<file path="src/hw/rtl/bs_pkg.sv">
package bs_pkg;

  localparam int DATA_W = 32;
  localparam int LOG_W  = 3;

  typedef logic signed [DATA_W-1:0] value_t;
  typedef logic [LOG_W-1:0]         log_t;

  localparam log_t LEN_LOG2_RESET = 3'd4;

endpackage

</file>
<file path="src/hw/rtl/bs_front.sv">
module bs_front #(
  parameter int MAX_ELEMENTS = 16
) (
  input  logic          clk,
  input  logic          rst_n,
  input  logic          in_tvalid,
  output logic          in_tready,
  input  bs_pkg::value_t in_tdata,
  input  logic          cfg_wr_en,
  input  bs_pkg::log_t  cfg_wr_data,
  output logic          push_valid,
  input  logic          push_ready,
  output logic [bs_pkg::DATA_W+bs_pkg::LOG_W+$clog2(MAX_ELEMENTS):0] push_word
);
  import bs_pkg::*;

  localparam int AW      = $clog2(MAX_ELEMENTS);
  localparam int LOG_MAX = $clog2(MAX_ELEMENTS + 1) - 1;

  log_t          len_log2_r;
  logic [AW-1:0] count_r, count_nxt;
  log_t          nlog;
  logic [AW:0]   n_full;
  logic [AW-1:0] last_addr;
  logic          is_last;
  logic          accept;

  // Lengths above the buffer size saturate at the largest power of two that fits.
  assign nlog      = (len_log2_r > log_t'(LOG_MAX)) ? log_t'(LOG_MAX) : len_log2_r;
  assign n_full    = (AW+1)'(1) << nlog;
  assign last_addr = AW'(n_full - (AW+1)'(1));
  assign is_last   = (count_r == last_addr);

  assign in_tready  = push_ready;
  assign push_valid = in_tvalid;
  assign accept     = in_tvalid && push_ready;
  assign push_word  = {in_tdata, nlog, is_last, count_r};

  always_comb begin
    count_nxt = count_r;
    if (cfg_wr_en) begin
      count_nxt = '0;
    end else if (accept) begin
      count_nxt = is_last ? '0 : count_r + AW'(1);
    end
  end

  always_ff @(posedge clk) begin
    if (!rst_n) begin
      len_log2_r <= LEN_LOG2_RESET;
      count_r    <= '0;
    end else begin
      if (cfg_wr_en) begin
        len_log2_r <= cfg_wr_data;
      end
      count_r <= count_nxt;
    end
  end

endmodule

</file>
<file path="src/hw/rtl/bs_queue.sv">
module bs_queue #(
  parameter int WIDTH = 8
) (
  input  logic             clk,
  input  logic             rst_n,
  input  logic             wr_valid,
  output logic             wr_ready,
  input  logic [WIDTH-1:0] wr_word,
  output logic             rd_valid,
  input  logic             rd_ready,
  output logic [WIDTH-1:0] rd_word
);
  import bs_pkg::*;

  logic [WIDTH-1:0] ent_r [2];
  logic             wr_ptr_r;
  logic             rd_ptr_r;
  logic [1:0]       cnt_r;
  logic             do_wr;
  logic             do_rd;

  assign wr_ready = (cnt_r != 2'd2);
  assign rd_valid = (cnt_r != 2'd0);
  assign rd_word  = ent_r[rd_ptr_r];
  assign do_wr    = wr_valid && wr_ready;
  assign do_rd    = rd_valid && rd_ready;

  always_ff @(posedge clk) begin
    if (do_wr) begin
      ent_r[wr_ptr_r] <= wr_word;
    end
  end

  always_ff @(posedge clk) begin
    if (!rst_n) begin
      wr_ptr_r <= 1'b0;
      rd_ptr_r <= 1'b0;
      cnt_r    <= 2'd0;
    end else begin
      if (do_wr) begin
        wr_ptr_r <= ~wr_ptr_r;
      end
      if (do_rd) begin
        rd_ptr_r <= ~rd_ptr_r;
      end
      cnt_r <= cnt_r + {1'b0, do_wr} - {1'b0, do_rd};
    end
  end

endmodule

</file>
<file path="src/hw/rtl/bs_back.sv">
module bs_back #(
  parameter int MAX_ELEMENTS = 16
) (
  input  logic           clk,
  input  logic           rst_n,
  input  logic           q_valid,
  output logic           q_ready,
  input  logic [bs_pkg::DATA_W+bs_pkg::LOG_W+$clog2(MAX_ELEMENTS):0] q_word,
  output logic           out_tvalid,
  input  logic           out_tready,
  output bs_pkg::value_t out_tdata,
  output logic           out_tlast
);
  import bs_pkg::*;

  localparam int AW = $clog2(MAX_ELEMENTS);
  localparam int QW = DATA_W + LOG_W + 1 + AW;

  localparam logic [2:0] S_LOAD = 3'd0;
  localparam logic [2:0] S_RD   = 3'd1;
  localparam logic [2:0] S_WLO  = 3'd2;
  localparam logic [2:0] S_WHI  = 3'd3;
  localparam logic [2:0] S_ERD  = 3'd4;
  localparam logic [2:0] S_EOUT = 3'd5;

  value_t        mem [MAX_ELEMENTS];
  value_t        rd_a_r, rd_b_r;
  value_t        hi_val_r, hi_val_nxt;
  logic [AW-1:0] ra, rb, wa;
  value_t        wd;
  logic          we;

  logic [2:0]    state_r, state_nxt;
  log_t          nlog_r, nlog_nxt;
  log_t          k_r, k_nxt;
  log_t          j_r, j_nxt;
  logic [AW-1:0] p_r, p_nxt;
  logic [AW-1:0] e_r, e_nxt;

  logic          out_valid_r, out_valid_nxt;
  value_t        out_data_r, out_data_nxt;
  logic          out_last_r, out_last_nxt;

  value_t        q_value;
  log_t          q_nlog;
  logic          q_last;
  logic [AW-1:0] q_addr;

  logic [AW:0]   p_ext, lo_full, low_mask, dir_bits, n_full, n_m1;
  logic [AW-1:0] lo, hi, half_last, last_addr;
  logic          ascending;
  logic          swap;
  logic          out_free;

  assign q_addr  = q_word[AW-1:0];
  assign q_last  = q_word[AW];
  assign q_nlog  = q_word[AW+LOG_W:AW+1];
  assign q_value = q_word[QW-1 -: DATA_W];

  // Pair number p becomes the lower index by opening a zero bit at the span position.
  assign p_ext     = {1'b0, p_r};
  assign low_mask  = ~((~(AW+1)'(0)) << j_r);
  assign lo_full   = ((p_ext >> j_r) << (j_r + log_t'(1))) | (p_ext & low_mask);
  assign lo        = lo_full[AW-1:0];
  assign hi        = lo | (AW'(1) << j_r);
  assign dir_bits  = lo_full >> k_r;
  assign ascending = ~dir_bits[0];

  assign n_full    = (AW+1)'(1) << nlog_r;
  assign n_m1      = n_full - (AW+1)'(1);
  assign half_last = AW'(n_m1 >> 1);
  assign last_addr = AW'(n_m1);

  assign swap     = ascending ? (rd_a_r > rd_b_r) : (rd_b_r > rd_a_r);
  assign out_free = !out_valid_r || out_tready;
  assign q_ready  = (state_r == S_LOAD);

  always_ff @(posedge clk) begin
    if (we) begin
      mem[wa] <= wd;
    end
    rd_a_r <= mem[ra];
    rd_b_r <= mem[rb];
  end

  always_comb begin
    state_nxt     = state_r;
    nlog_nxt      = nlog_r;
    k_nxt         = k_r;
    j_nxt         = j_r;
    p_nxt         = p_r;
    e_nxt         = e_r;
    hi_val_nxt    = hi_val_r;
    out_valid_nxt = out_valid_r && !out_tready;
    out_data_nxt  = out_data_r;
    out_last_nxt  = out_last_r;
    ra            = lo;
    rb            = hi;
    wa            = q_addr;
    wd            = q_value;
    we            = 1'b0;

    case (state_r)
      S_LOAD: begin
        if (q_valid) begin
          we = 1'b1;
          if (q_last) begin
            nlog_nxt = q_nlog;
            k_nxt    = log_t'(1);
            j_nxt    = '0;
            p_nxt    = '0;
            e_nxt    = '0;
            state_nxt = (q_nlog == '0) ? S_ERD : S_RD;
          end
        end
      end
      S_RD: begin
        state_nxt = S_WLO;
      end
      S_WLO: begin
        we         = 1'b1;
        wa         = lo;
        wd         = swap ? rd_b_r : rd_a_r;
        hi_val_nxt = swap ? rd_a_r : rd_b_r;
        state_nxt  = S_WHI;
      end
      S_WHI: begin
        we        = 1'b1;
        wa        = hi;
        wd        = hi_val_r;
        state_nxt = S_RD;
        if (p_r == half_last) begin
          p_nxt = '0;
          if (j_r == '0) begin
            if (k_r == nlog_r) begin
              e_nxt     = '0;
              state_nxt = S_ERD;
            end else begin
              k_nxt = k_r + log_t'(1);
              j_nxt = k_r;
            end
          end else begin
            j_nxt = j_r - log_t'(1);
          end
        end else begin
          p_nxt = p_r + AW'(1);
        end
      end
      S_ERD: begin
        ra        = e_r;
        state_nxt = S_EOUT;
      end
      S_EOUT: begin
        ra = e_r;
        if (out_free) begin
          out_valid_nxt = 1'b1;
          out_data_nxt  = rd_a_r;
          out_last_nxt  = (e_r == last_addr);
          if (e_r == last_addr) begin
            state_nxt = S_LOAD;
          end else begin
            e_nxt     = e_r + AW'(1);
            state_nxt = S_ERD;
          end
        end
      end
      default: begin
        state_nxt = S_LOAD;
      end
    endcase
  end

  always_ff @(posedge clk) begin
    if (!rst_n) begin
      state_r     <= S_LOAD;
      out_valid_r <= 1'b0;
      nlog_r      <= '0;
      k_r         <= '0;
      j_r         <= '0;
      p_r         <= '0;
      e_r         <= '0;
    end else begin
      state_r     <= state_nxt;
      out_valid_r <= out_valid_nxt;
      nlog_r      <= nlog_nxt;
      k_r         <= k_nxt;
      j_r         <= j_nxt;
      p_r         <= p_nxt;
      e_r         <= e_nxt;
    end
  end

  always_ff @(posedge clk) begin
    hi_val_r   <= hi_val_nxt;
    out_data_r <= out_data_nxt;
    out_last_r <= out_last_nxt;
  end

  assign out_tvalid = out_valid_r;
  assign out_tdata  = out_data_r;
  assign out_tlast  = out_last_r;

endmodule

</file>
<file path="src/hw/rtl/bitonic_sorter.sv">
// Block sorter: words are loaded one per cycle while the queue has room, and once 2^L
// of them have arrived (L from cfg_wr_data, saturated at the largest power of two not
// above MAX_ELEMENTS) the block is sorted into ascending signed order by a bitonic
// network and sent out, tlast marking the final word of the run. The network runs as
// a sequencer over a buffer memory with two read ports and one write port; each
// compare-exchange steps through a read state, a low-write state and a high-write
// state, and each word is emitted through a read state and an output state that
// waits for the output to be free. A two-word queue sits between the input side and
// the sorting engine, so up to two words are taken while the engine or the output is
// busy. Writing the length register discards a partly loaded block.
module bitonic_sorter #(
  parameter int MAX_ELEMENTS = 16
) (
  input  logic           clk,
  input  logic           rst_n,
  input  logic           in_tvalid,
  output logic           in_tready,
  input  bs_pkg::value_t in_tdata,   // [31:0] value
  output logic           out_tvalid,
  input  logic           out_tready,
  output bs_pkg::value_t out_tdata,  // [31:0] sorted_value
  output logic           out_tlast,  // last_of_run
  input  logic           cfg_wr_en,
  input  bs_pkg::log_t   cfg_wr_data // [2:0] length_log2
);
  import bs_pkg::*;

  localparam int AW = $clog2(MAX_ELEMENTS);
  localparam int QW = DATA_W + LOG_W + 1 + AW;

  logic          push_valid, push_ready;
  logic [QW-1:0] push_word;
  logic          pop_valid, pop_ready;
  logic [QW-1:0] pop_word;

  bs_front #(
    .MAX_ELEMENTS(MAX_ELEMENTS)
  ) u_front (
    .clk        (clk),
    .rst_n      (rst_n),
    .in_tvalid  (in_tvalid),
    .in_tready  (in_tready),
    .in_tdata   (in_tdata),
    .cfg_wr_en  (cfg_wr_en),
    .cfg_wr_data(cfg_wr_data),
    .push_valid (push_valid),
    .push_ready (push_ready),
    .push_word  (push_word)
  );

  bs_queue #(
    .WIDTH(QW)
  ) u_queue (
    .clk     (clk),
    .rst_n   (rst_n),
    .wr_valid(push_valid),
    .wr_ready(push_ready),
    .wr_word (push_word),
    .rd_valid(pop_valid),
    .rd_ready(pop_ready),
    .rd_word (pop_word)
  );

  bs_back #(
    .MAX_ELEMENTS(MAX_ELEMENTS)
  ) u_back (
    .clk       (clk),
    .rst_n     (rst_n),
    .q_valid   (pop_valid),
    .q_ready   (pop_ready),
    .q_word    (pop_word),
    .out_tvalid(out_tvalid),
    .out_tready(out_tready),
    .out_tdata (out_tdata),
    .out_tlast (out_tlast)
  );

endmodule
</file>
<file path="config.mk">
export PLATFORM = sky130hd
export DESIGN_NAME = bitonic_sorter
export DESIGN_NICKNAME = d
export VERILOG_FILES = /design/src/hw/rtl/bs_pkg.sv /design/src/hw/rtl/bs_front.sv /design/src/hw/rtl/bs_queue.sv /design/src/hw/rtl/bs_back.sv /design/src/hw/rtl/bitonic_sorter.sv
export SDC_FILE = /design/constraint.sdc
export NUM_CORES = 1
export LEC_CHECK = 0
export BUFFER_PORTS_ARGS = -buffer_cell sky130_fd_sc_hd__clkbuf_2
export CAP_MARGIN = 0
export CORE_MARGIN = 2
export CORE_UTILIZATION = 50
export DETAILED_ROUTE_END_ITERATION = 8
export GPL_TIMING_DRIVEN = 0
export PLACE_DENSITY = 0.63
export SLEW_MARGIN = 20
export SYNTH_ARGS = -nofsm -noshare
export SYNTH_HDL_FRONTEND = slang
export SYNTH_HIERARCHICAL = 1
export SYNTH_SLANG_ARGS = --single-unit
</file>
<file path="constraint.sdc">
create_clock -name clk -period 6.2 [get_ports clk]
set_input_delay 0.62 -clock clk [delete_from_list [all_inputs] [get_ports clk]]
set_output_delay 0.62 -clock clk [all_outputs]
set_load 0.1 [all_outputs]
</file>
==> impl_metrics.env <==
export IMPL_status="complete, no violations"
export IMPL_cpLargestDelayFamily="buffers and inverters"
export IMPL_cap_violations=0
export IMPL_met1Wirelength_um=46350
export IMPL_cts_resized=0
export IMPL_grtUsageTotal=0.3022
export IMPL_clock_sinks=754
export IMPL_met3_wirelength_um=11770
export IMPL_syn_avg_cell_area_um2=12.62
export IMPL_fin_skew_ps=37.42
export IMPL_ys_async_sr_fraction=0
export IMPL_register_area_um2=21670
export IMPL_avgRoutedWirePerCell_um=28.35
export IMPL_max_freq_mhz=204.2
export IMPL_synth_nets=3004
export IMPL_die_y_um=275.4
export IMPL_worstHoldPathType="in -> reg"
export IMPL_dp_slack_ps=1409
export IMPL_cts_tree="done"
export IMPL_via_count=25980
export IMPL_synth_edf_count=657
export IMPL_initial_utilization=0.5048
export IMPL_met2WireLength_um=54700
export IMPL_drtIter0Drc=3393
export IMPL_routed_wl_um=116500
export IMPL_dieArea_um2=75850
export IMPL_drive_gt1_frac=0.1515
export IMPL_cts_path_max_buffers=3
export IMPL_worstSetupPathType="reg -> reg"
export IMPL_cp_arrival_ps=5360
export IMPL_layout_common_cells="edfxtp_1, mux2i_1, nand2_1, nand3_1, clkbuf_1"
export IMPL_stdcell_count=4109
export IMPL_grt_max_degree=32
export IMPL_ioPinCount=75
export IMPL_final_common_cell="edfxtp_1"
export IMPL_area_growth_pct=14.12
export IMPL_start_kind="flop"
export IMPL_postLayoutCoreUtil=0.5760
export IMPL_fill_cells=5820
export IMPL_synth_seq_cells=754
export IMPL_topRoutingLayerUsed="met5"
export IMPL_crit_buf_inv=5
export IMPL_via_per_inst=6.321
export IMPL_grt_overflow=0
export IMPL_min_period_ps=4896
export IMPL_synthFlopType="edfxtp_1"
export IMPL_tightest_slew_ps=1139
export IMPL_setup_viol=0
export IMPL_cp_data_required_time_ps=6670
export IMPL_critPathCaptureType="flop"
export IMPL_fin_nets=3170
export IMPL_finalCritPeriodShare=0.7897
export IMPL_die_w_um=275.4
export IMPL_core_area_um2=72960
export IMPL_drc=0
export IMPL_cp_max_fo=10
export IMPL_relSlewSlack=0.2408
export IMPL_ys_warn_count=6
export IMPL_cts_buffers=83
export IMPL_grt_setup_unrepaired="false"
export IMPL_root_buffer="clkbuf_16"
export IMPL_critPathSlowestCell="clkbuf_1"
export IMPL_power_leakage_nw=15.46
export IMPL_antenna_found_initial=7
export IMPL_pwr_density_cell_nw_per_um2=428.2
export IMPL_multi_input_area_um2=14090
export IMPL_place_congestion=0.9237
export IMPL_dr_pass1_iters=8
export IMPL_peakVddDrop_v=0.0002626
export IMPL_ff2ff_setup_slack_ps=1300
export IMPL_crit_chain="buf_2 -> inv_2 -> ha_1 -> buf_4 -> nor3_4 -> a32oi_1 -> nand2_1 -> clkbuf_1 -> clkbuf_1 -> nand2_1 -> a311oi_1 -> a311oi_1 -> a21oi_1"
export IMPL_fin_ws_ps=1304
export IMPL_first_global_vias=25670
export IMPL_timing_hold_violations_final=0
export IMPL_clk_latency_ps=640
export IMPL_htree_levels=3
export IMPL_ctsHoldBuffers=0
export IMPL_grt_pass1_wl_um=165400
export IMPL_final_max_slew_violation_count=0
export IMPL_hpwl_um=85180
export IMPL_ys_seq_area_frac=0.5884
export IMPL_place_inst=3958
export IMPL_postCtsSetupRepairBufs=0
export IMPL_clk_pin_slew_ps=60
export IMPL_num_rows=99
export IMPL_max_stage_delay_ps=760
export IMPL_yosysUniqueCellTypes=72
export IMPL_io_buffers=42
export IMPL_netlist_area_um2=36830
export IMPL_drtAntennaViolNets=0
export IMPL_syn_inst=2918
## cells in the mapped netlist, types with 3 or more instances
cell type	n	area (um^2)
nand3_1	142	710.7
inv_1	42	157.7
nand2_1	430	1614
nor2b_1	78	488.0
buf_2	67	335.3
o21ai_0	11	55.05
dfxtp_1	97	1942
xor2_1	8	70.07
a31o_2	3	26.28
or3_1	9	56.30
a21oi_1	98	490.5
nand4_1	14	87.58
mux2i_1	552	5525
and2_1	5	31.28
nor2_1	41	153.9
o21ai_1	3	15.01
buf_4	53	397.9
a311oi_1	97	849.6
mux2_4	31	465.5
o2111ai_1	3	26.28
buf_6	8	90.09
buf_1	12	45.04
nor3_1	12	60.06
and3_1	34	212.7
o31ai_1	5	37.54
nand2b_1	13	81.33
a21o_1	5	37.54
ha_1	46	575.6
a41oi_1	3	26.28
a211oi_1	69	518.0
a31oi_1	41	256.5
xnor2_1	9	78.83
mux2_2	43	484.2
edfxtp_1	657	19730
clkbuf_1	100	375.4
o221ai_1	32	280.3
## power breakdown
| group | internal [mW] | leakage [nW] | switching [mW] | total, mW |
|---|---|---|---|---|
| registers | 7.02 | 6.77 | 0.417 | 7.44 |
| clock network | 2.92 | 1.34 | 2.02 | 4.94 |
| logic | 1.99 | 7.35 | 3.62 | 5.62 |
| total | 11.9 | 15.5 | 6.06 | 18.0 |
## layer usage
metal,vias up,track usage
met2,1474,0.4928
li1,11340,-
met5,-,0
met1,12900,0.4007
met3,258,0.06298
met4,2,0.1083
## final timing paths
| check | to | cells after the start | start |
|---|---|---|---|
| setup / recovery | u_back/rd_b_r[24] | 13 | u_back/j_r[0] |
| hold / removal | u_queue/ent_r[0][16] | 1 | in_tdata[8] |
| setup reg to reg | u_back/rd_b_r[24] | 13 | u_back/j_r[0] |
| hold reg to reg | u_queue/wr_ptr_r | 2 | u_queue/wr_ptr_r |
## cell families after synthesis
group | share of synthesized area
xor+xnor | 0.005266
simple gates | 0.09805
mux | 0.1764
buf+inv | 0.03836
flops | 0.5884
compound gates | 0.07787
fa+ha+maj | 0.01563
## state kept, by name (all words and copies together), names as in the netlist, 3 cells and up, named ones only
| signal | flops |
|---|---|
| u_back/e_r | 4 |
| u_front/count_r | 4 |
| u_back/hi_val_r | 32 |
| u_back/k_r | 3 |
| u_back/rd_b_r | 32 |
| u_back/p_r | 4 |
| u_queue/ent_r | 80 |
| u_back/out_tdata | 32 |
| u_back/mem | 512 |
| u_back/rd_a_r | 32 |
| u_back/state_r | 3 |
| u_back/nlog_r | 3 |
| u_front/len_log2_r | 3 |
| u_back/j_r | 3 |
## final cells by class
class / count / area share
Sequential cell: 754 / 0.5156
Multi-Input combinational cell: 1879 / 0.3353
Clock buffer: 105 / 0.05386
Buffer: 240 / 0.02959
Tap cell: 959 / 0.02855
Timing Repair Buffer: 81 / 0.02191
Clock inverter: 45 / 0.01107
Inverter: 45 / 0.004019
Antenna cell: 1 / 0.00005954
## worst reg2reg max path: cells and delay by family, from the launching register on
| family | cells | cell delay (ps) |
|---|---|---|
| compound gates | 4 | 1500 |
| flops | 1 | 350 |
| simple gates | 3 | 740 |
| fa+ha+maj | 1 | 310 |
| buf+inv | 5 | 1820 |
## stage by stage
stage          setup TNS [ps]  hold WS, ps  area [um^2]  total power [mW]
3_3_place_gp          -717130        465.6        38240             12.46
2_1_floorplan               0        454.9        36830             10.77
5_1_grt                     0        145.1        42030             18.64
4_1_cts                     0        139.6        41980             17.92
6_report                    0        174.2        42030             17.99
3_5_place_dp                0        512.0        39260             13.01
No activity file was read; power rests on OpenSTA's default activity.
